### src/design/assert_macros.svh
// Assertion macros shared by the canvas downsampler RTL.
// Needs clk and rst_n in the scope where a macro is used.
`ifndef ASSERT_MACROS_SVH
`define ASSERT_MACROS_SVH

// Property checked on every rising clock edge outside reset
`define ASSERT_CLK(lbl, prop, msg) \
  lbl: assert property (@(posedge clk) disable iff (!rst_n) prop) \
    else $error(msg);

// Condition that must never be seen outside reset
`define ASSERT_NEVER(lbl, cond, msg) \
  lbl: assert property (@(posedge clk) disable iff (!rst_n) !(cond)) \
    else $error(msg);

`endif

### src/design/sscbd_pkg.sv
// Shared types and constants of the supersampled canvas downsampler.
// No dependencies.
package sscbd_pkg;

  localparam int NUM_CH  = 4;
  localparam int CHAN_W  = 8;
  localparam int SCALE_W = 3;
  localparam int CFG_AW  = 3;
  localparam int CFG_DW  = 32;

  localparam int CH_RED   = 0;
  localparam int CH_GREEN = 1;
  localparam int CH_BLUE  = 2;
  localparam int CH_WHITE = 3;

  typedef enum logic [1:0] {
    REQ_WRITE  = 2'd0,
    REQ_READ   = 2'd1,
    REQ_SAMPLE = 2'd2
  } req_t;

  typedef logic [CHAN_W-1:0] chan_t;
  typedef chan_t [NUM_CH-1:0] pix_t;

  // word index of the scale register
  localparam logic [CFG_AW-3:0] CFG_SCALE_IDX = '0;
  localparam logic [SCALE_W-1:0] SCALE_RST    = 3'd1;

endpackage

### src/design/sscbd_cfg.sv
// APB-style configuration register block: holds the supersampling scale.
// Depends on sscbd_pkg.
module sscbd_cfg (
  input  logic                                clk,
  input  logic                                rst_n,
  input  logic                                psel,
  input  logic                                penable,
  input  logic                                pwrite,
  input  logic [sscbd_pkg::CFG_AW-1:0]        paddr,
  input  logic [sscbd_pkg::CFG_DW-1:0]        pwdata,
  output logic [sscbd_pkg::CFG_DW-1:0]        prdata,
  output logic                                pready,
  output logic [sscbd_pkg::SCALE_W-1:0]       scale
);
  import sscbd_pkg::*;

  logic [SCALE_W-1:0] scale_r;
  logic               hit;

  assign hit    = (paddr[CFG_AW-1:2] == CFG_SCALE_IDX);
  assign pready = 1'b1;
  assign scale  = scale_r;
  assign prdata = hit ? CFG_DW'(scale_r) : '0;

  always_ff @(posedge clk) begin
    if (!rst_n) begin
      scale_r <= SCALE_RST;
    end else if (psel && penable && pwrite && hit) begin
      scale_r <= pwdata[SCALE_W-1:0];
    end
  end

endmodule

### config.mk
export PLATFORM = sky130hd
export DESIGN_NAME = sscbd_cfg
export DESIGN_NICKNAME = d
export VERILOG_FILES = /design/src/design/assert_macros.svh /design/src/design/sscbd_pkg.sv /design/src/design/sscbd_cfg.sv
export SDC_FILE = /design/constraint.sdc
export NUM_CORES = 1
export LEC_CHECK = 0
export ABC_AREA = 0
export BUFFER_PORTS_ARGS = -buffer_cell sky130_fd_sc_hd__buf_4
export CAP_MARGIN = 10
export CORE_MARGIN = 4
export CORE_UTILIZATION = 22
export CTS_CLUSTER_SIZE = 10
export DETAILED_ROUTE_END_ITERATION = 10
export PLACE_DENSITY = 0.7
export SYNTH_ARGS = -nofsm -noshare
export SYNTH_HDL_FRONTEND = slang
export SYNTH_SLANG_ARGS = --single-unit
### constraint.sdc
create_clock -name clk -period 0.8 [get_ports clk]
set_input_delay 0.16 -clock clk [delete_from_list [all_inputs] [get_ports clk]]
set_output_delay 0.16 -clock clk [all_outputs]
set_load 0.1 [all_outputs]
Word level (Yosys, flattened, before mapping) --
Cells that the tools add are included.
Operators by class: multiplexer cells 1, reduce and logical (&&, ||, !) cells 3, bitwise gates (word level) 1
Operators with widths (number):
- $logic_and 1x1->1 | 3
- $mux 3 | 1
- $not 1->1 | 1
Storage, ports and cells: register bits 3, output and inout bits 36, bits of input ports 40, logic and storage cells 6

Depth between registers and ports, before layout --
Gate-level depths: netlist of the first run.
word-level depth 3, gate-level depth with buffers 3, gate-level depth less buffers 2

Least setup slack after synthesis of the first run --
No wires, ideal clock.
path type register to output, start point register scale_r[0], in the netlist scale[0], end point output port prdata[0] (netlist bit), data required time 0.640 ns, arrival 1.548 ns, buffers on the path 0, stages on the path, launching flop included 2, slack -0.908 ns, cells stage by stage dfxtp_1 -> and2b_2
Between the ends: longest elaborated chain between the ends 1
Ends and longest elaborated chain:
- from (decl) | RTL line sscbd_cfg.sv:17 | logic [SCALE_W-1:0] scale_r;
- from (signal assigned) | RTL line sscbd_cfg.sv:29 | scale_r <= pwdata[SCALE_W-1:0];
- $mux 3 | RTL line sscbd_cfg.sv:23 | assign prdata = hit ? CFG_DW'(scale_r) : '0;
- to (decl) | RTL line sscbd_cfg.sv:11 | output logic [sscbd_pkg::CFG_DW-1:0] prdata,
No other way between the ends.

Final worst setup path of the first run --
Same ends and word-level chain as after synthesis.

==> results of run 1 <==
-- worst min-delay path, stage by stage --
cell	delay [ns]
buf_4	0.11
nand2_1	0.05
mux2i_1	0.05
-- cells in the final DEF, fill, tap and decap left out, types with 2 or more instances in the layout --
cell / n
conb_1: 30
buf_4: 8
buf_12: 5
nand2_1: 4
and2b_4: 3
mux2i_1: 3
clkbuf_4: 3
buf_6: 3
dfxtp_4: 3
nor2b_1: 2
-- area by class of cell --
type,count,area (µm²),share of cell area [%]
Sequential cell,3,71.3,13.4
Multi-Input combinational cell,43,210,39.5
Tap cell,24,30.0,5.65
Timing Repair Buffer,16,194,36.5
Clock buffer,4,26.3,4.94
-- worst max-delay path by stage --
| stage | startpoint | to | slack, ns | cells past startpoint |
|---|---|---|---|---|
| after floorplan | scale[0] | prdata[0] | -0.29 | 1 |
| after global placement | paddr[2] | prdata[2] | -0.14 | 3 |
| after detailed placement | paddr[2] | prdata[2] | -0.14 | 3 |
| after CTS | scale[1] | prdata[1] | -0.27 | 2 |
| after global routing | scale[1] | prdata[1] | -0.29 | 2 |
| final | scale[0] | prdata[0] | -0.26 | 2 |
-- repair_timing --
item,4_1_cts,5_1_grt
pin swaps,0,0
gates resized for setup,18,0
hold buffers,0,0
setup buffers,1,0
setup endpoints to repair,6,6
-- cells by family (layout without fill, tap and decap cells) --
| group | count (synthesis) | in the layout | share of synthesized area [%] |
|---|---|---|---|
| buffers and inverters | 31 | 20 | 58.8 |
| DFF | 3 | 3 | 15.3 |
| muxes | 3 | 3 | 7.67 |
| other | 2 | 30 | 1.92 |
| and+or+nand+nor | 10 | 10 | 16.3 |
-- power by group through the flow --
stage,logic (mW),registers [mW],clock network [mW]
finish,0.761,0.149,0.268
global route,0.775,0.149,0.289
CTS,0.758,0.149,0.282
detailed placement,0.733,0.151,0
global placement,0.731,0.151,0
floorplan,0.776,0.175,0
-- through the flow --
step	setup slack, ns	setup TNS (ns)
5_1_grt	-0.290	-1.49
4_1_cts	-0.272	-1.41
6_report	-0.263	-1.35
3_3_place_gp	-0.139	-0.718
3_5_place_dp	-0.145	-0.793
2_1_floorplan	-0.294	-0.882
-- per-layer routing --
layer  global-route usage [%]  routed length (µm)
met5                        0                   0
met4                     4.15                  10
met3                     4.44                 129
met2                     12.0                 478
met1                     3.74                 167
==> run_results.csv, run 1 <==
group,metric,value,unit
synth,synth_seq_cells,3,
clock_network,clk_pin_slew,0.04,ns
routing,wl_per_cell,8.73,µm
sta,final_hold_viol_count,0,
worst_setup_path,crit_family,"flip-flops",
floorplan,start_util,24.6,%
worst_setup_path,endpoint_kind,"primary output",
worst_setup_path,reg2reg_slack,0.12,ns
synth,synth-async-reset-ratio,0,%
synth,yosys.area.top_type_share,57.5,%
cells_and_area,syn2layout_area_growth,35.8,%
worst_setup_path,slowest_delay,0.35,ns
placement,placed_area,424,µm²
routing,via_count,272,
cells_and_area,fin_area,532,µm²
worst_setup_path,critPathArrivalTime,0.90,ns
hold_path,hold_depth,3,
global_route,grt_max_degree,7,
sta,finalSetupViolCount,6,
clock_network,cts.path.max_buffers,2,
clock_network,cts_buffers,3,
synth,synth.distinct_cells,9,
clock_network,clockRootBuffer,"clkbuf_4",
routing,vias_per_cell,3.02,
power,p_switching,0.775,mW
routing,first_iter_violations,2,
synth,synthMostInstantiatedCell,"buf_4",
placement,routabilityCongestion,0.565,
outcome,violations,"setup timing",
cells_and_area,fillers,172,
sta,setup_ws,-0.263,ns
worst_setup_path,crit_type,"reg -> out",
global_route,grt_pass1_vias,269,
sta,finalMaxSlewViolations,0,
cells_and_area,antenna_cells,0,
synth,synth_seq_area_share,15.3,%
worst_setup_path,r2r_end,"scale[1]",
global_route,grt_usage,6.16,%
worst_setup_path,cp_slowest_cell,"dfxtp_4",
power,cellLeakagePower,0.272,nW
run,max_cap_violations,0,
cells_and_area,fin_nets,107,
power,internal_power,0.403,mW
clock_network,cts_sinks,3,
synth,synth_area_per_cell,7.99,µm²
synth,synth_edf_count,0,
worst_setup_path,crit_buf_inv,1,
power,vdd_drop_max,0.699,mV
clock_network,cts_tree,"yes",
cells_and_area,utilization,33.4,%
floorplan,core,1590,µm²
cells_and_area,layout.cells.non_filler,90,
global_route,gr-total-overflow,0,
power,combPwrFrac,64.6,%
clock_network,h-tree-depth,1,
floorplan,design.die.area,2520,µm²
outcome,outcome,"complete, but fails checks",
cells_and_area,drive_gt1_share,37.9,%
hold_path,hold_end,"scale[2]",
synth,ys.flop_type,"dfxtp_1",
routing,firstDrtPassIters,2,
synth,synth_area_leaders,"buf_4, dfxtp_1, mux2i_1, and2b_2, nand2_1",
worst_setup_path,critPathMaxFanout,3,
hold_path,hp-class,"in -> reg",
power,pwr-share-seq,12.6,%
worst_setup_path,required,0.64,ns
power,power.density,2220,nW/µm²
synth,syn_area,392,µm²
hold_path,min-delay-start,"pwdata[2]",
routing,finalWirelength,786,µm
synth,synthTopCellsByCount,"buf_4, nand2_1, and2b_2, dfxtp_1, mux2i_1",
placement,dp.cells,85,
worst_setup_path,start_kind,"flip-flop",
routing,post-route-drc-count,0,
sta,rsz0062_at_grt,"yes",
sta,fin_crit,1.06,ns
sta,whs,0.172,ns
floorplan,die_w,50.2,µm
placement,place_hpwl,667,µm
floorplan,dieHeight,50.2,µm
cells_and_area,largest_reg_flops,3,
sta,timing.fmax,941,MHz
routing,final_antenna_net_count,0,
power,swShare,65.8,%
sta,fin_skew,0,ns
power,pwr-share-clk,22.7,%
global_route,antenna_found_initial,0,
floorplan,ios,76,
power,fin_total_pwr,1.18,mW
synth,yosysTopAreaCell,"buf_4",
synth,yosysWarnings,0,
worst_setup_path,r2r_start,"scale[1]",
global_route,grt_pass1_wl,1080,µm
worst_setup_path,rr_worst_depth,3,
clock_network,clock_latency,0.23,ns
sta,finalCritPeriodShare,133,%
worst_setup_path,path_cells,"and2b_4 -> buf_12",
synth,syn_inst,49,
placement,io_buffers,14,
floorplan,rows,14,
Note: power is estimated with default switching activity, not from simulation.
==> run 2: changes to the inputs <==
--- a/config.mk
+++ b/config.mk
@@ -5,14 +5,14 @@
 export SDC_FILE = /design/constraint.sdc
 export NUM_CORES = 1
 export LEC_CHECK = 0
-export ABC_AREA = 0
+export ABC_AREA = 1
 export BUFFER_PORTS_ARGS = -buffer_cell sky130_fd_sc_hd__buf_4
 export CAP_MARGIN = 10
 export CORE_MARGIN = 4
-export CORE_UTILIZATION = 22
+export CORE_UTILIZATION = 23
 export CTS_CLUSTER_SIZE = 10
 export DETAILED_ROUTE_END_ITERATION = 10
-export PLACE_DENSITY = 0.7
+export PLACE_DENSITY = 0.71
 export SYNTH_ARGS = -nofsm -noshare
 export SYNTH_HDL_FRONTEND = slang
 export SYNTH_SLANG_ARGS = --single-unit
==> run 2 against run 1 <==
Effect of this change:
- critical endpoint unchanged
- count of clock-buffer cells in the layout unchanged
- register-to-register slack better by 0.04 ns
- largest cell class unchanged
- worst hold slack worse by 0.040 ns
- the run still ends with setup timing left
- area after synthesis up 5.4%
- via count up 14%
- worst setup slack better by 0.0098 ns
- core utilization up 1.4 points
- sequential power up 4%
- sequential cell count unchanged
- routed wire length down 9.2%
==> run_results.csv, run 2 <==
group,metric,value,unit
global_route,gr-total-overflow,0,
power,power.density,2110,nW/µm²
routing,final_antenna_net_count,0,
power,fin_total_pwr,1.25,mW
routing,vias_per_cell,2.95,
synth,muxShareOfSynthArea,0,%
routing,wl_per_cell,6.80,µm
sta,finalCritPeriodShare,132,%
placement,io_buffers,14,
global_route,grt_pass1_vias,276,
synth,synth_xor_area_share,0,%
run,max_cap_violations,0,
sta,fin_crit,1.05,ns
cells_and_area,largest_reg_flops,3,
global_route,grt_max_degree,6,
synth,yosysWarnings,0,
routing,post-route-drc-count,0,
synth,synth_top_family_by_area,"buffers and inverters",
placement,place_hpwl,650,µm
global_route,grt_pass1_wl,1030,µm
synth,synth_simple_gate_area_share,20.6,%
power,vdd_drop_max,0.804,mV
worst_setup_path,crit_type,"reg -> out",
synth,syn_inst,61,
worst_setup_path,cp_slowest_cell,"dfxtp_4",
clock_network,clockRootBuffer,"clkbuf_4",
floorplan,die_w,50.4,µm
floorplan,ios,76,
sta,fin_skew,0,ns
worst_setup_path,path_cells,"inv_2 -> nor2_4 -> buf_12",
synth,synth_area_per_cell,6.77,µm²
worst_setup_path,slowest_delay,0.35,ns
sta,final_hold_viol_count,0,
power,swShare,65.9,%
clock_network,clock_latency,0.24,ns
sta,finalSetupViolCount,6,
global_route,antenna_found_initial,0,
power,internal_power,0.427,mW
synth,synth_seq_area_share,14.5,%
cells_and_area,drive_gt1_share,41.3,%
worst_setup_path,endpoint_kind,"primary output",
worst_setup_path,critPathMaxFanout,3,
clock_network,cts_buffers,3,
power,p_switching,0.826,mW
cells_and_area,final_common_cell,"conb_1",
clock_network,h-tree-depth,1,
synth,synthMostInstantiatedCell,"buf_4",
cells_and_area,syn2layout_area_growth,43.9,%
synth,synth-compound-area-share,1.21,%
floorplan,design.die.area,2540,µm²
clock_network,cts_tree,"yes",
worst_setup_path,critPathArrivalTime,0.89,ns
sta,finalMaxSlewViolations,0,
synth,synth_adder_area_share,0,%
synth,synth_edf_count,0,
placement,routabilityCongestion,0.724,
hold_path,hp-class,"in -> reg",
cells_and_area,antenna_cells,0,
power,cellLeakagePower,0.314,nW
routing,firstDrtPassIters,2,
routing,finalWirelength,714,µm
synth,syn_area,413,µm²
power,pwr-share-clk,21.3,%
synth,synthTopCellsByCount,"buf_4, nor2_1, inv_1",
synth,ys.flop_type,"dfxtp_1",
placement,placed_area,463,µm²
outcome,violations,"setup timing",
floorplan,rows,15,
synth,synth.distinct_cells,13,
worst_setup_path,start_kind,"flip-flop",
global_route,grt_usage,5.67,%
sta,setup_ws,-0.253,ns
routing,via_count,310,
worst_setup_path,required,0.64,ns
outcome,outcome,"complete, but fails checks",
sta,rsz0062_at_grt,"yes",
clock_network,cts.path.max_buffers,2,
routing,first_iter_violations,1,
synth,yosys.area.top_type_share,54.5,%
synth,yosysTopAreaCell,"buf_4",
clock_network,clk_pin_slew,0.04,ns
synth,synth_seq_cells,3,
synth,synth-async-reset-ratio,0,%
power,pwr-share-seq,12.3,%
floorplan,start_util,24.2,%
cells_and_area,final_cell_mix,"conb_1, buf_4, buf_12",
floorplan,core,1710,µm²
cells_and_area,fin_area,594,µm²
synth,synth_area_leaders,"buf_4, dfxtp_1, nor2_1, inv_1, nand3_1",
clock_network,cts_sinks,3,
floorplan,dieHeight,50.4,µm
power,combPwrFrac,66.3,%
clock_network,cts.hold.buffers_added,0,
sta,timing.fmax,950,MHz
cells_and_area,fin_nets,121,
[run 2: cell types whose count changed in the layout (fill, tap and decap cells not counted), moves of 2 or more]
cell	before	now
and2b_4	3	0
clkinv_1	0	2
inv_1	0	2
inv_2	0	4
mux2i_1	3	0
nand3_1	0	3
nor2_1	0	5
nor2_4	0	4
nor2b_1	2	0
[run 2: per-stage QoR]
| step | util (%) | setup slack (ns) | instances | hold slack [ns] | setup TNS, ns |
|---|---|---|---|---|---|
| floorplan | - | -0.459 | 89 | 0.244 | -1.38 |
| global placement | 27.1 | -0.100 | 98 | 0.362 | -0.295 |
| detailed placement | 27.1 | -0.103 | 98 | 0.380 | -0.346 |
| CTS | 34.4 | -0.256 | 105 | 0.131 | -1.46 |
| global route | 34.8 | -0.282 | 105 | 0.139 | -1.54 |
| finish | 34.8 | -0.253 | 105 | 0.132 | -1.38 |
[run 2: final cells by class]
| cell class | instances | area, µm² |
|---|---|---|
| fill | 193 | 1110 |
| multi-input combinational | 48 | 225 |
| timing repair buffer | 17 | 210 |
| sequential | 3 | 71.3 |
| tap | 25 | 31.3 |
| inverter | 8 | 30.0 |
| clock buffer | 4 | 26.3 |
[run 2: kinds of logic after synthesis]
kind of cell | after synthesis
AOI/OAI and AO/OA | 1
and+or+nand+nor | 17
other | 2
DFF | 3
buffers and inverters | 38
[run 2: worst max-delay path, delay by kind of cell (launching register included)]
family | cells | cell delay (ns)
buffers and inverters | 2 | 0.22
DFF | 1 | 0.35
and+or+nand+nor | 1 | 0.09
[run 2: timing repair]
action	4_1_cts	5_1_grt
buffers inserted	3	0
pin swaps	3	0
resized for setup	18	2
setup endpoints to repair	6	6
[run 2: metal layers]
metal	wire (µm)	up-vias	global-route usage (%)
met5	0	-	0
met2	375	24	9.13
li1	-	157	-
met3	109	3	2.08
met4	22	0	6.73
met1	206	126	5.00
[run 2: power groups by stage]
stage                     sequential [mW]  combinational, mW  clock [mW]
final                               0.155              0.831       0.267
after global routing                0.156              0.850       0.293
after CTS                           0.154              0.827       0.279
after detailed placement            0.157              0.787           0
after global placement              0.156              0.785           0
after floorplan                     0.195              0.800           0
[run 2: worst paths after layout]
path	slack [ns]	end	depth (start not counted)	from
setup / recovery	-0.25	prdata[0]	3	scale[0]
hold / removal	0.13	scale[0]	2	rst_n
setup reg to reg	0.16	scale[0]	2	scale[0]
hold reg to reg	0.50	scale[2]	2	scale[2]
