--- config.mk ---
export PLATFORM = sky130hd
export DESIGN_NAME = sscbd_div
export DESIGN_NICKNAME = d
export VERILOG_FILES = /design/src/design/sscbd_pkg.sv /design/src/design/sscbd_div.sv
export VERILOG_INCLUDE_DIRS = /design/src /design/src/design
export SDC_FILE = /design/constraint.sdc
export NUM_CORES = 1
export LEC_CHECK = 0
export CAP_MARGIN = 0
export CORE_UTILIZATION = 30
export DETAILED_ROUTE_END_ITERATION = 7
export DONT_BUFFER_PORTS = 1
export GPL_ROUTABILITY_DRIVEN = 0
export PLACE_DENSITY = 0.5
export SYNTH_ARGS = -nofsm -noshare
export SYNTH_HDL_FRONTEND = slang
export SYNTH_SLANG_ARGS = --single-unit
--- constraint.sdc ---
create_clock -name clk -period 5.27 [get_ports clk]
set_clock_uncertainty 0.1 [all_clocks]
set_input_delay 0.2635 -clock clk [delete_from_list [all_inputs] [get_ports clk]]
set_output_delay 0.2635 -clock clk [all_outputs]
set_load 0.005 [all_outputs]
--- src/design/assert_macros.svh ---
// Assertion macros shared by the canvas downsampler RTL.
// Needs clk and rst_n in the scope where a macro is used.
`ifndef ASSERT_MACROS_SVH
`define ASSERT_MACROS_SVH

// Property checked on every rising clock edge outside reset
`define ASSERT_CLK(lbl, prop, msg) \
  lbl: assert property (@(posedge clk) disable iff (!rst_n) prop) \
    else $error(msg);

// Condition that must never be seen outside reset
`define ASSERT_NEVER(lbl, cond, msg) \
  lbl: assert property (@(posedge clk) disable iff (!rst_n) !(cond)) \
    else $error(msg);

`endif

--- src/design/sscbd_pkg.sv ---
// Shared types and constants of the supersampled canvas downsampler.
// No dependencies.
package sscbd_pkg;

  localparam int NUM_CH  = 4;
  localparam int CHAN_W  = 8;
  localparam int SCALE_W = 3;
  localparam int CFG_AW  = 3;
  localparam int CFG_DW  = 32;

  localparam int CH_RED   = 0;
  localparam int CH_GREEN = 1;
  localparam int CH_BLUE  = 2;
  localparam int CH_WHITE = 3;

  typedef enum logic [1:0] {
    REQ_WRITE  = 2'd0,
    REQ_READ   = 2'd1,
    REQ_SAMPLE = 2'd2
  } req_t;

  typedef logic [CHAN_W-1:0] chan_t;
  typedef chan_t [NUM_CH-1:0] pix_t;

  // word index of the scale register
  localparam logic [CFG_AW-3:0] CFG_SCALE_IDX = '0;
  localparam logic [SCALE_W-1:0] SCALE_RST    = 3'd1;

endpackage

--- src/design/sscbd_div.sv ---
// Bit-serial restoring divider, one quotient bit per cycle on all channels.
// Depends on sscbd_pkg and assert_macros.svh.
`include "assert_macros.svh"

module sscbd_div #(
  parameter int SUM_W = 12,
  parameter int DIV_W = 5
) (
  input  logic                                        clk,
  input  logic                                        rst_n,
  input  logic                                        start,
  input  logic [sscbd_pkg::NUM_CH-1:0][SUM_W-1:0]     dividend,
  input  logic [DIV_W-1:0]                            divisor,
  output logic                                        done,
  output logic [sscbd_pkg::NUM_CH-1:0][SUM_W-1:0]     quot
);
  import sscbd_pkg::*;

  localparam int CNT_W = (SUM_W > 1) ? $clog2(SUM_W) : 1;

  logic                              busy_r;
  logic                              done_r;
  logic [CNT_W-1:0]                  cnt_r;
  logic [NUM_CH-1:0][DIV_W-1:0]      rem_r;
  logic [NUM_CH-1:0][SUM_W-1:0]      quo_r;
  logic [NUM_CH-1:0][DIV_W:0]        shifted;
  logic [NUM_CH-1:0][DIV_W:0]        diff;
  logic [NUM_CH-1:0]                 ge;
  logic [NUM_CH-1:0][DIV_W-1:0]      rem_nxt;
  logic [NUM_CH-1:0][SUM_W-1:0]      quo_nxt;

  always_comb begin
    for (int c = 0; c < NUM_CH; c++) begin
      shifted[c] = {rem_r[c], quo_r[c][SUM_W-1]};
      diff[c]    = shifted[c] - {1'b0, divisor};
      ge[c]      = (shifted[c] >= {1'b0, divisor});
      rem_nxt[c] = ge[c] ? diff[c][DIV_W-1:0] : shifted[c][DIV_W-1:0];
      quo_nxt[c] = {quo_r[c][SUM_W-2:0], ge[c]};
    end
  end

  assign done = done_r;
  assign quot = quo_r;

  always_ff @(posedge clk) begin
    if (!rst_n) begin
      busy_r <= 1'b0;
      done_r <= 1'b0;
      cnt_r  <= '0;
    end else begin
      done_r <= 1'b0;
      if (start) begin
        busy_r <= 1'b1;
        cnt_r  <= CNT_W'(SUM_W - 1);
        rem_r  <= '0;
        quo_r  <= dividend;
      end else if (busy_r) begin
        rem_r <= rem_nxt;
        quo_r <= quo_nxt;
        if (cnt_r == '0) begin
          busy_r <= 1'b0;
          done_r <= 1'b1;
        end else begin
          cnt_r <= cnt_r - 1'b1;
        end
      end
    end
  end

  `ASSERT_CLK(a_div_start_idle, start |-> !busy_r, "divider restarted while busy")
  `ASSERT_CLK(a_div_zero_divisor, busy_r |-> (divisor != '0), "divisor is zero")

endmodule

Yosys cells after proc, flatten, opt, wreduce, memory -nomap -nowiden:

Index checks and enable logic that the tools add are counted.

* output and inout port bits: 49
* input bits: 56
* logic and storage cells: 46
* register bits: 74

* reductions and logical operators: 7
* bitwise logic cells: 3
* eq/ne operators: 1
* add/sub/neg operators: 5
* $lt $le $gt $ge: 4
* muxes and demuxes: 14

Operator list (count)
* $mux 48: 2
* $ge 6x5->1: 4
* $mux 20: 1
* $mux 5: 4
* $sub 5x5->5: 4
* $mux 4: 3
* $reduce_and 2->1: 3
* $logic_not 4->1: 1
* $mux 1: 4
* $sub 4x1->4 const B: 1
* $not 1->1: 3
* $reduce_or 3->1: 1
* $ne 2x2->1 const B: 1
* $reduce_bool 2->1: 1
* $reduce_or 2->1: 1

Depth between registers and ports, before layout:

Gate-level depths: netlist of run 1.

* depth in word-level cells: 4
* depth in mapped cells: 8
* depth with buffers taken out: 8

Least setup slack after synthesis of run 1:

OpenSTA, ideal clock, no wires.

* path type: input port to flip-flop
* from: in start
* to: reg quo_r (netlist bit quot[0]) (enable)
* arrival: 2.365 ns
* data required time: 4.739 ns
* path slack: 2.374 ns
* library setup time: 0.431 ns
* buffers on the path: 3
* stages: 4
* cell sequence: clkbuf_1 buf_2 buf_2 o21a_1

* word-level cells in the longest chain between the ends: 2

RTL lines
* start, declared: RTL line sscbd_div.sv:11 `input logic start,`
* $reduce_bool 2->1 (no line)
* $reduce_and 2->1 (no line)
* end signal, assigned: RTL line sscbd_div.sv:56 `quo_r <= dividend;`
* end signal, assigned: RTL line sscbd_div.sv:59 `quo_r <= quo_nxt;`
* end, declared: RTL line sscbd_div.sv:25 `logic [NUM_CH-1:0][SUM_W-1:0] quo_r;`

No other way between the ends.
A chain may end at the register's enable or synchronous reset.

Worst setup path in the final report of run 1:

* from: reg quo_r (netlist bit quot[47])
* to: reg rem_r[19] in the netlist's numbering (data pin)

* word-level cells in the longest chain between the ends: 3
* elaborated cells between the ends (all ways): 4
* classes of those cells: 1 x add/sub; 1 x order compare; 2 x mux

RTL lines
* $sub 5x5->5 or $ge 6x5->1 (tied branches): RTL line sscbd_div.sv:35, sscbd_div.sv:36
* $mux 5 (*): RTL line sscbd_div.sv:37 `rem_nxt[c] = ge[c] ? diff[c][DIV_W-1:0] : shifted[c][DIV_W-1:0];`
* $mux 20 (*): RTL line sscbd_div.sv:57 `end else if (busy_r) begin`
* end signal, assigned: RTL line sscbd_div.sv:58 `rem_r <= rem_nxt;`
* end, declared: RTL line sscbd_div.sv:24 `logic [NUM_CH-1:0][DIV_W-1:0] rem_r;`

Every way passes the cells marked *; elsewhere a longest branch is shown, timed or not. The select of a mux whose other input is x is not followed.

==> flow_results.org, run 1 <==
** Power and ir drop
- Power spread over the standard cell area amounts to about 340 nW/um^2.
- In this run the static leakage power is approximately 1.6 nW.
- The worst-case IR drop observed on VDD is ~0.00017 V.

** STA
- The number of pins with negative max-slew slack in the final report was 0.
- The worst pin sits at a relative slew slack of 34.3%.
- Shortest clock period the worst path allows after layout :: roughly 2.3 ns
- Unrepaired setup endpoints after global routing :: false
- The final hold violation count is 0.
- Timing would allow up to between 400 and 500 MHz.
- For the pin with the worst max-slew slack, the measured transition is around 1 ns.
- After layout, the worst path uses about 44% of the clock period.
- Setup violations remaining at the end of the flow were counted as 0.
- Setup total negative slack on the finished layout was measured at 0 ns.

** Route
- Top routing layer in use :: met4
- The first detailed-routing pass ran for 6 iterations.
- Across all layers, the routed design uses 2,513 vias.
- Met3 layer wire length in the routed design :: between 500 and 600 um
- Final Routed Wirelength :: 8070 um
- Length of routed met2 wiring :: ~3700 um
- The detailed router finished its first iteration with ~140 violations.
- Metal-1 WL :: between 3000 and 4000 um
- For this run, design rule violations remaining after detail routing come to 1.
- Via-per-instance ratio :: just under 5
- In the final routed layout, each cell accounts on average for between 15 and 20 um.
- Post-detailed-route count of antenna-violating nets :: 0

** Floorplanning
- The die covers 13,900 um^2.
- Initial standard-cell utilization of the core :: 30.6%
- Floorplan core area :: 13,200 um^2
- Num rows :: 42
- I/O pins :: ~110
- From bottom edge to top edge, the die measures around 120 um.
- Die W :: around 120 um

** Worst setup path
- Critical path startpoint category :: register
- Worst path arrival time :: roughly 2.3 ns
- Worst setup EP type :: register
- In this run the worst path has a maximum fanout of 3.
- The critical path in this run is classified as reg2reg.
- Endpoint required time on the critical path :: 5.24 ns

** Layout
- The number of antenna diodes in the final layout is 0.
- Post-layout nets :: between 400 and 500
- In the final layout, the share of cells above drive strength 1 is 20.5%.
- Cell area after layout :: ~4500 um^2
- Final core utilization :: ~34%
- Fill cells in the final layout number approximately 1,300.
- Area grow syn2layout :: 12.3%
- After the flow finishes, the layout carries non-filler instances totaling a little over 500.

** Status
- Outcome :: complete, but fails checks
- Violations in the final reports :: DRC

** Run
- Count of maximum capacitance violations :: 0

** Clock network
- Number of buffers created by CTS :: 9
- Gates resized during post-CTS repair numbered 0.
- Total number of clock tree sinks :: 74
- The H-tree was split into 3 levels.
- Maximum root-to-sink buffer count :: 2
- The tree is rooted in a sky130_fd_sc_hd__clkbuf_16.
- After clock tree synthesis, the clock-pin slew on the worst setup and hold paths is 0.06 ns.
- Clock tree from TritonCTS :: yes
- Clock latency on the worst-skew pair, taken at its later pin, is 0.33 ns.

** Logic synthesis
- Yosys mapped the design onto 43 distinct sky130hd cell types.
- The synthesized netlist occupies a cell area of 4040 um^2.
- After synthesis, the mean cell area works out to between 10 and 15 um^2.
- Count of synthesis-stage warnings from yosys :: 0
- The number of nets handed over by synthesis was between 400 and 500.
- Cell count after synthesis :: 322
- In this run, synthesis produced a sequential element count of 74.
- Post-synthesis sequential area ratio :: a little over half

** Min path
- The tightest min-delay check is of the in2reg type.

** GRT
- The first global-routing pass estimated 13,100 um of wire.
- After global routing the overflow that remains totals 0.
- Global router's overall resource usage :: between 10% and 20%
- The number of antenna violations at the first check in global routing is 0.
- Largest net degree at the start of global routing :: 83
- The via count of the first global-routing pass came to around 2,500.

** Place
- Quantity of I/O buffers inserted on ports :: 0
- Instance count after placement with tap cells included :: approximately 490
- In this run the cell area measured after placement is ~4200 um^2.
- Detailed-placement wirelength estimate :: around 5300 um
-- area by class of cell --
type | instances | area, um^2 | share of cell area, %
timing repair buffer | 3 | 30.0 | 0.662
multi-input combinational | 217 | 1760 | 38.7
clock inverter | 5 | 55.1 | 1.21
tap | 176 | 220 | 4.86
sequential | 74 | 2160 | 47.7
inverter | 21 | 78.8 | 1.74
clock buffer | 11 | 233 | 5.13
-- cell usage in the layout, fill, tap and decap left out, drive strengths merged, types with 3 or more instances in the layout --
cell type	n
edfxtp	68
mux2	44
nor2	25
ha	22
inv	21
a21oi	20
nor3	14
o21ai	13
clkbuf	11
o21a	10
nand2	8
nand3	8
o31ai	6
dfxtp	6
a21o	5
xor2	5
nand2b	4
nand4b	4
a2111oi	4
fa	4
nor4	3
dlygate4sd3	3
clkinv	3
-- critical path: stages (launching register included) --
cell	delay [ns]
sky130_fd_sc_hd__edfxtp_1	0.42
sky130_fd_sc_hd__inv_1	0.10
sky130_fd_sc_hd__ha_1	0.16
sky130_fd_sc_hd__inv_1	0.05
sky130_fd_sc_hd__fa_1	0.39
sky130_fd_sc_hd__a21oi_1	0.30
sky130_fd_sc_hd__inv_2	0.04
sky130_fd_sc_hd__a2111oi_0	0.41
sky130_fd_sc_hd__nor4_1	0.09
-- registers in the layout, summed over array words and instances (netlist names) --
signal  flops
busy_r      1
rem_r      20
cnt_r       4
quot       48
done        1
-- Yosys cell counts --
master                      number  area (um^2)
sky130_fd_sc_hd__buf_1           1         3.75
sky130_fd_sc_hd__nand2b_1        4         25.0
sky130_fd_sc_hd__nand3b_1        1         7.51
sky130_fd_sc_hd__a22o_2          1         10.0
sky130_fd_sc_hd__inv_1          20         75.1
sky130_fd_sc_hd__edfxtp_1       68         2040
sky130_fd_sc_hd__o21ai_1         7         35.0
sky130_fd_sc_hd__buf_2           8         40.0
sky130_fd_sc_hd__o21a_1         10         75.1
sky130_fd_sc_hd__nor3b_1         1         7.51
sky130_fd_sc_hd__nand2_1         8         30.0
sky130_fd_sc_hd__nor4_1          3         18.8
sky130_fd_sc_hd__nor2_1         25         93.8
sky130_fd_sc_hd__a21oi_2         2         17.5
sky130_fd_sc_hd__a311oi_2        1         15.0
sky130_fd_sc_hd__o41ai_1         1         8.76
sky130_fd_sc_hd__dfxtp_1         6          120
sky130_fd_sc_hd__mux2i_1         1         10.0
sky130_fd_sc_hd__mux2_2         44          495
sky130_fd_sc_hd__o41ai_2         1         16.3
sky130_fd_sc_hd__xnor2_1         1         8.76
sky130_fd_sc_hd__a2111oi_0       4         35.0
sky130_fd_sc_hd__nor2b_1         1         6.26
sky130_fd_sc_hd__ha_1           22          275
sky130_fd_sc_hd__clkbuf_1        1         3.75
sky130_fd_sc_hd__or3b_1          1         8.76
sky130_fd_sc_hd__and2_0          1         6.26
sky130_fd_sc_hd__a31oi_1         2         12.5
sky130_fd_sc_hd__nand3_1         8         40.0
sky130_fd_sc_hd__or4_1           2         15.0
sky130_fd_sc_hd__nor3_1         14         70.1
sky130_fd_sc_hd__a311o_4         1         20.0
sky130_fd_sc_hd__o21ai_2         2         17.5
sky130_fd_sc_hd__inv_2           1         3.75
sky130_fd_sc_hd__xor2_1          5         43.8
sky130_fd_sc_hd__o31ai_1         6         45.0
sky130_fd_sc_hd__a21oi_1        18         90.1
sky130_fd_sc_hd__o21ai_0         4         20.0
sky130_fd_sc_hd__and2_4          1         8.76
sky130_fd_sc_hd__a21o_1          5         37.5
sky130_fd_sc_hd__a22oi_1         1         7.51
sky130_fd_sc_hd__fa_1            4         80.1
sky130_fd_sc_hd__nand4b_1        4         35.0
-- per-stage QoR --
stage / power, mW / setup WS, ns / hold WS [ns]
2_1_floorplan: 0.934 / 2.37 / 0.281
4_1_cts: 1.59 / 2.90 / 0.00277
3_5_place_dp: 0.975 / 2.91 / 0.262
5_1_grt: 1.64 / 2.67 / 0.00449
6_report: 1.56 / 2.94 / 0.0203
3_3_place_gp: 0.974 / 2.99 / 0.257
-- timing repair --
action                    4_1_cts  5_1_grt
hold endpoints to repair        6        0
buffers inserted                0        0
hold buffers                    3        0
-- per-layer routing --
metal	vias up	GRT usage, %
met5	-	0
met4	0	6.65
met3	11	4.60
met2	66	17.8
met1	1203	15.5
li1	1233	-
-- worst paths after layout --
kind / from / to / slack [ns] / depth (start not counted)
max: quot[47] / rem_r[19] / 2.94 / 8
max reg2reg: quot[47] / rem_r[19] / 2.94 / 8
min: start / rem_r[6] / 0.02 / 1
min reg2reg: busy_r / done / 0.46 / 2
-- report_power, final --
part           internal, mW  switching [mW]
clock                 0.365           0.234
combinational         0.103           0.129
sequential            0.702          0.0307
total                  1.17           0.394
-- cells by family after synthesis --
family                   Yosys count  share of synthesized area [%]
adder cells (fa/ha/maj)           26                           8.80
AND/OR/NAND/NOR                   74                           9.23
AO/OA/AOI/OAI                     66                           11.5
multiplexers                      45                           12.5
XOR/XNOR                           6                           1.30
buffers and inverters             31                           3.13
flip-flops                        74                           53.5
Power figures use the tool's default switching activity.
==> run 2, diff against run 1 <==
==> constraint.sdc (replaced) <==
create_clock -name clk -period 2.26 [get_ports clk]
set_clock_uncertainty 0.1 [all_clocks]
set_input_delay 0.113 -clock clk [delete_from_list [all_inputs] [get_ports clk]]
set_output_delay 0.113 -clock clk [all_outputs]
set_load 0.005 [all_outputs]
==> flow_results.org, run 2 (synthesis gave the netlist of run 1 again) <==
** Status
- The run finished, with violations left.
- Violations in the final reports :: DRC

** STA
- Number of pins with negative max-slew slack in the final report :: 0
- Final count of negative-setup-slack endpoints :: 0
- In the finished design, the share of the clock period the worst path needs comes to ~97%.
- Final total negative setup slack :: 0 ns
- Shortest clock period the worst path allows after layout :: 2.19 ns
- Slew @ Worst Pin :: 0.545 ns
- Headroom to the max-slew limit came out at 63.7%.
- Maximum frequency from static timing analysis :: 457 MHz
- Count of final hold-check violations :: 0
- In the post-route analysis, the smallest setup slack over all paths is 0.0739 ns.

** Worst setup path
- Worst path arrival time :: approximately 2.2 ns
- STA classifies the critical path startpoint as a register.
- The largest single stage delay on the critical path is around 0.41 ns.
- The worst setup path is captured at a register.
- For the worst setup path, the data required time is around 2.2 ns.
- The slowest stage of the critical path belongs to the cell sky130_fd_sc_hd__a2111oi_1.
- Worst path most repeated cell :: sky130_fd_sc_hd__inv_1
- Cell-by-cell trace of the critical path :: inv_1 -> ha_1 -> inv_1 -> fa_2 -> a21oi_2 -> inv_1 -> a2111oi_1 -> nor4_1
- The critical path is of the reg2reg type.
- Of all nets on the critical path, the largest fanout is 3.

** Layout
- Most common cell after layout, fill and taps aside :: sky130_fd_sc_hd__edfxtp_1
- Of the cells placed in the final design, the portion with a size suffix greater than 1 is about a quarter.
- At the end of the flow, the number of nets in the layout was 469.
- Commonest cells after routing, fill and taps aside :: 68 x sky130_fd_sc_hd__edfxtp_1, 51 x sky130_fd_sc_hd__dlygate4sd3_1, 44 x sky130_fd_sc_hd__mux2_2
- Area grow syn2layout :: 31.8%
- The register with the most flip-flops in the layout has 48 of them.
- After the flow finishes, the layout carries non-filler instances totaling about 570.
- The number of antenna diodes in the final layout is 0.
- Fill cells in the final layout number 1,230.

** GRT
- Global-route congestion overflow total :: 0
- Via count of the first global-routing pass :: 2,825
- Antenna violations before repair :: 0
- For this run, the total global-route usage over all layers was measured as a little over an eighth.
- Entering global routing, the biggest net connects 84 pins.
- Global-route wire length before repair :: 14,100 um

** Power and ir drop
- P per Cell Area :: 788 nW/um^2
- Switch share :: 24.3%
- Per report_power, the combinational group accounts for between 15 and 20% of the total.
- Total leakage power :: between 1.5 and 2 nW
- Max VDD drop :: roughly 0.00040 V
- Net Switching :: ~1.0 mW
- Clock share of power :: 42.0%
- Seq pwr share :: about two fifths
- The internal power of the cells totals roughly 3.2 mW.

** Clock network
- Number of buffers created by CTS :: 9
- Clock tree synthesis selected as its root buffer the cell sky130_fd_sc_hd__clkbuf_16.
- Maximum root-to-sink buffer count :: 2
- Total number of clock tree sinks :: between 70 and 80
- # H-tree levels :: 3
- Clock network latency to the later pin of the worst-skew pair :: 0.34 ns
- After clock tree synthesis, the clock-pin slew on the worst setup and hold paths is approximately 0.060 ns.
- Clock tree from TritonCTS :: yes

** Floorplanning
- Floorplan core area :: 13,200 um^2
- Die outline height :: 118 um
- The die covers approximately 14,000 um^2.
- Num rows :: 42
- During I/O placement, the number of pins put on the boundary was roughly 110.
- Once the floorplan was initialized, standard cells occupied between 30% and 40% of the core.
- The die is ~120 um wide.

** Route
- Final Routed Wirelength :: 9170 um
- Remaining design rule violation count :: 1
- Total via count after detailed routing :: ~2,800
- After the first detailed-routing iteration, the DRC count stood at between 150 and 200.
- In this run the remaining antenna-violating nets after routing total 0.
- After detailed routing, the average wire length per cell comes to 16.1 um.
- The first TritonRoute pass finished after 6 iterations.
- Via-per-instance ratio :: between 4 and 5

** Min path
- The min-delay analysis places its worst path in the category in2reg.

** Place
- Quantity of I/O buffers inserted on ports :: 0
- Detailed-placement wirelength estimate :: 5770 um
- Instance count after placement with tap cells included :: roughly 500
- Post-place setup slack :: approximately 0.0076 ns

** Run
- Count of maximum capacitance violations :: 0
-- run 2: path summary, 6_finish.rpt --
| kind | startpoint | to | slack [ns] | cells past startpoint |
|---|---|---|---|---|
| max | quot[23] | rem_r[9] | 0.07 | 8 |
| min | divisor[0] | rem_r[5] | 0.05 | 2 |
| max reg2reg | quot[23] | rem_r[9] | 0.07 | 8 |
| min reg2reg | busy_r | done | 0.46 | 2 |
-- run 2: worst max-delay path: cells and delay by family, from the launching register on --
family                   cells  cell delay, ns
buffers and inverters        3            0.21
adder cells (fa/ha/maj)      2            0.51
AO/OA/AOI/OAI                2            0.62
AND/OR/NAND/NOR              1            0.09
flip-flops                   1            0.40
-- run 2: per-stage QoR --
stage	utilization, %	area, um^2	hold WS, ns	total power, mW
finish	40.3	5320	0.0491	4.19
global route	40.3	5320	0.0611	4.37
CTS	39.6	5220	0.0335	4.18
detailed placement	32.7	4310	0.110	2.30
global placement	32.7	4310	0.113	2.30
floorplan	-	4040	0.130	2.17
-- run 2: cell type report --
| class | instances | area (um^2) | area share, % |
|---|---|---|---|
| clock buffer | 9 | 225 | 4.23 |
| clock inverter | 7 | 141 | 2.66 |
| inverter | 21 | 78.8 | 1.48 |
| multi-input combinational | 217 | 1850 | 34.8 |
| sequential | 74 | 2160 | 40.6 |
| tap | 176 | 220 | 4.14 |
| timing repair buffer | 64 | 641 | 12.0 |
-- run 2: power by group through the flow --
stage / logic (mW) / registers (mW) / clock network [mW]
after floorplan: 0.461 / 1.71 / 0
after global placement: 0.562 / 1.73 / 0
after detailed placement: 0.570 / 1.73 / 0
after CTS: 0.673 / 1.71 / 1.80
after global routing: 0.800 / 1.72 / 1.85
final: 0.723 / 1.71 / 1.76
-- run 2: layer usage --
metal | wire length, um | vias to the layer above | track usage [%]
li1 | - | 1352 | -
met4 | 189 | 0 | 7.85
met5 | 0 | - | 0
met3 | 491 | 13 | 3.88
met1 | 3930 | 1381 | 15.2
met2 | 4560 | 87 | 22.0
-- run 2: repair_timing --
item | CTS | global route
gates resized for setup | 1 | 22
setup buffers | 0 | 1
setup endpoints to repair | 1 | 17
pin swaps | 0 | 5
hold endpoints to repair | 74 | 0
hold buffers | 52 | 0
==> run 3, diff against run 2 <==
--- a/config.mk
+++ b/config.mk
@@ -11,6 +11,7 @@
 export DETAILED_ROUTE_END_ITERATION = 7
 export DONT_BUFFER_PORTS = 1
 export GPL_ROUTABILITY_DRIVEN = 0
+export HOLD_SLACK_MARGIN = 0.1
 export PLACE_DENSITY = 0.5
 export SYNTH_ARGS = -nofsm -noshare
 export SYNTH_HDL_FRONTEND = slang
==> flow_results.org, run 3 (synthesis gave the netlist of run 1 again) <==
** Status
- Outcome :: complete, but fails checks
- Violations in the final reports :: DRC

** Run
- Across the run, the number of max-cap violations was 0.

** Worst setup path
- Setup crit start :: quot[11]
- Reg-to-reg startpoint :: quot[11]
- Number of buffers and inverters on the critical path :: 2
- Crit Path Max Fanout :: 6
- Cell family with most CP delay :: compound AO/OA/AOI/OAI gates
- The critical path goes through inv_2 -> ha_2 -> inv_1 -> fa_1 -> a21o_1 -> a22o_4 -> o21ai_1 -> a21oi_1.
- Endpoint of the worst-slack reg-to-reg timing path :: rem_r[1]
- Highest-delay cell along the critical path :: sky130_fd_sc_hd__edfxtp_1
- The critical path ends at rem_r[1].
- Worst path arrival time :: around 2.1 ns
- In this design, the stage delay of the slowest critical-path cell is approximately 0.4 ns.
- CP Class :: reg2reg
- For the worst setup path, the data required time is roughly 2.2 ns.
- In this run the number of cells on the critical path is 8.
- R2r worst-path depth :: 8
- The worst setup path is launched from a register.
- Flop2flop setup slack :: 0.09 ns
- Worst setup EP type :: register

** STA
- Derived from the worst setup path, the maximum achievable clock frequency is about 460 MHz.
- The tightest hold path in the finished design has a slack of roughly 0.11 ns.
- Number of pins with negative max-slew slack in the final report :: 0
- Final total negative setup slack :: 0 ns
- Measured against its own limit, the worst slew margin works out to between 60% and 70%.
- The final hold violation count is 0.
- Dividing the final minimum period by the clock period gives slightly below 100%.
- Shortest clock period the worst path allows after layout :: 2.17 ns
- At the pin with the least slew margin, the transition time is 0.544 ns.
- Setup violations remaining at the end of the flow were counted as 0.

** GRT
- The first global-routing pass estimated ~14,000 um of wire.
- Via count of the first global-routing pass :: roughly 2,800
- Entering global routing, the biggest net connects 87 pins.
- Antenna violations before repair :: 0
- Global-route congestion overflow total :: 0
- Global router's overall resource usage :: 13.2%

** Route
- Dividing the detail-routed wire length by the instance count gives between 15 and 20 um.
- Post-detailed-route count of antenna-violating nets :: 0
- DRC violation total after the first TritonRoute iteration :: about 160
- Via-per-instance ratio :: roughly 5
- Final Routed Wirelength :: between 9000 and 10,000 um
- Total via count after detailed routing :: approximately 2,800
- Remaining design rule violation count :: 1
- Number of detailed-route iterations in the first pass :: 6

** Power and ir drop
- Internal power comes to 3.17 mW.
- VDD sags by at most about 0.00039 V.
- The share of total power dissipated in the clock network is around two fifths.
- Combinational cells account for approximately 17% of the total power.
- For this design the ratio of total power to cell area is about 790 nW/um^2.
- Registers are responsible for 40.7% of the overall power.
- For this design the static power due to leakage is 1.96 nW.
- In this run the power spent charging and discharging nets is around 1.0 mW.
- Switch share :: ~24%

** Layout
- Most common cell after layout, fill and taps aside :: sky130_fd_sc_hd__edfxtp_1
- Area grow syn2layout :: 31.8%
- Number of fill cells in the layout :: 1,232
- Post-layout nets :: about 470
- Commonest cells after routing, fill and taps aside :: 68 x sky130_fd_sc_hd__edfxtp_1, 51 x sky130_fd_sc_hd__dlygate4sd3_1, 44 x sky130_fd_sc_hd__mux2_2
- 0 antenna diodes ended up in the layout.
- In the final layout, the share of cells above drive strength 1 is between 20 and 30%.
- Flip-flop count of the largest register, all copies and words added :: between 40 and 50

** Clock network
- The H-tree was split into 3 levels.
- Clock network latency to the later pin of the worst-skew pair :: approximately 0.34 ns
- Clock-pin slew was measured on the worst setup and hold paths at approximately 0.06 ns.
- CTS saw 74 sinks.
- Counting the buffers created by CTS gives 9.
- Maximum root-to-sink buffer count :: 2
- Clock tree root driver cell :: sky130_fd_sc_hd__clkbuf_16
- TritonCTS built the clock tree.

** Floorplanning
- Initial standard-cell utilization of the core :: a little under a third
- Die outline height :: 118 um
- The floorplan has 42 rows.
- I/O pins :: between 100 and 150
- Die W :: 118 um
- The core region is around 13,000 um^2.
- The die covers between 10,000 and 15,000 um^2.

** Place
- Detailed-placement wirelength estimate :: between 5000 and 6000 um
- Quantity of I/O buffers inserted on ports :: 0

** Min path
- Worst min path class :: in2reg
## run 3: power by group through the flow
stage          Combinational, mW  Sequential (mW)  Clock (mW)
2_1_floorplan              0.461             1.71           0
3_3_place_gp               0.562             1.73           0
3_5_place_dp               0.570             1.73           0
4_1_cts                    0.672             1.71        1.80
5_1_grt                    0.800             1.72        1.85
6_report                   0.722             1.71        1.76
## run 3: repair_timing
action                     4_1_cts  5_1_grt
setup buffers                    0        1
hold buffers                    52        0
setup endpoints to repair        1       17
pin swaps                        0        5
hold endpoints to repair        74        0
gates resized for setup          1       22
## run 3: per-stage QoR
stage                     instance area (um^2)  total power [mW]  setup slack [ns]  utilization, %  instances
after floorplan                           4040              2.17             0.104               -        322
after global placement                    4310              2.30            0.0403            32.7        499
after detailed placement                  4310              2.30           0.00759            32.7        499
after CTS                                 5220              4.18            0.0182            39.6        567
after global routing                      5320              4.37          -0.00523            40.3        568
final                                     5320              4.19            0.0865            40.3        568
## run 3: routing by layer
metal,share of wire (%),vias up,track usage [%]
met1,43,1401,15.1
met4,1.6,0,7.61
met3,5.1,8,3.78
li1,-,1355,-
met2,50,80,21.8
met5,0,-,0
## run 3: worst min path at each step
stage	from	to	slack [ns]	cells after the start
finish	rst_n	quot[46]	0.11	1
global route	rst_n	quot[45]	0.12	1
CTS	rst_n	quot[45]	0.10	1
detailed placement	start	cnt_r[2]	0.11	1
global placement	start	cnt_r[2]	0.11	1
floorplan	rst_n	cnt_r[0]	0.13	1
## run 3: worst reg2reg max path, cell delays in order, from the launching register on
cell,delay (ns)
sky130_fd_sc_hd__edfxtp_1,0.40
sky130_fd_sc_hd__inv_2,0.09
sky130_fd_sc_hd__ha_2,0.16
sky130_fd_sc_hd__inv_1,0.05
sky130_fd_sc_hd__fa_1,0.40
sky130_fd_sc_hd__a21o_1,0.23
sky130_fd_sc_hd__a22o_4,0.27
sky130_fd_sc_hd__o21ai_1,0.14
sky130_fd_sc_hd__a21oi_1,0.08
## run 3: layout make-up
cell class / instances / area (um^2) / share of cell area (%)
inverters: 21 / 78.8 / 1.48
clock inverters: 7 / 141 / 2.66
clock buffers: 9 / 225 / 4.23
well taps: 176 / 220 / 4.14
multi-input cells: 217 / 1850 / 34.8
flip-flops and latches: 74 / 2160 / 40.6
repair buffers: 64 / 641 / 12.0
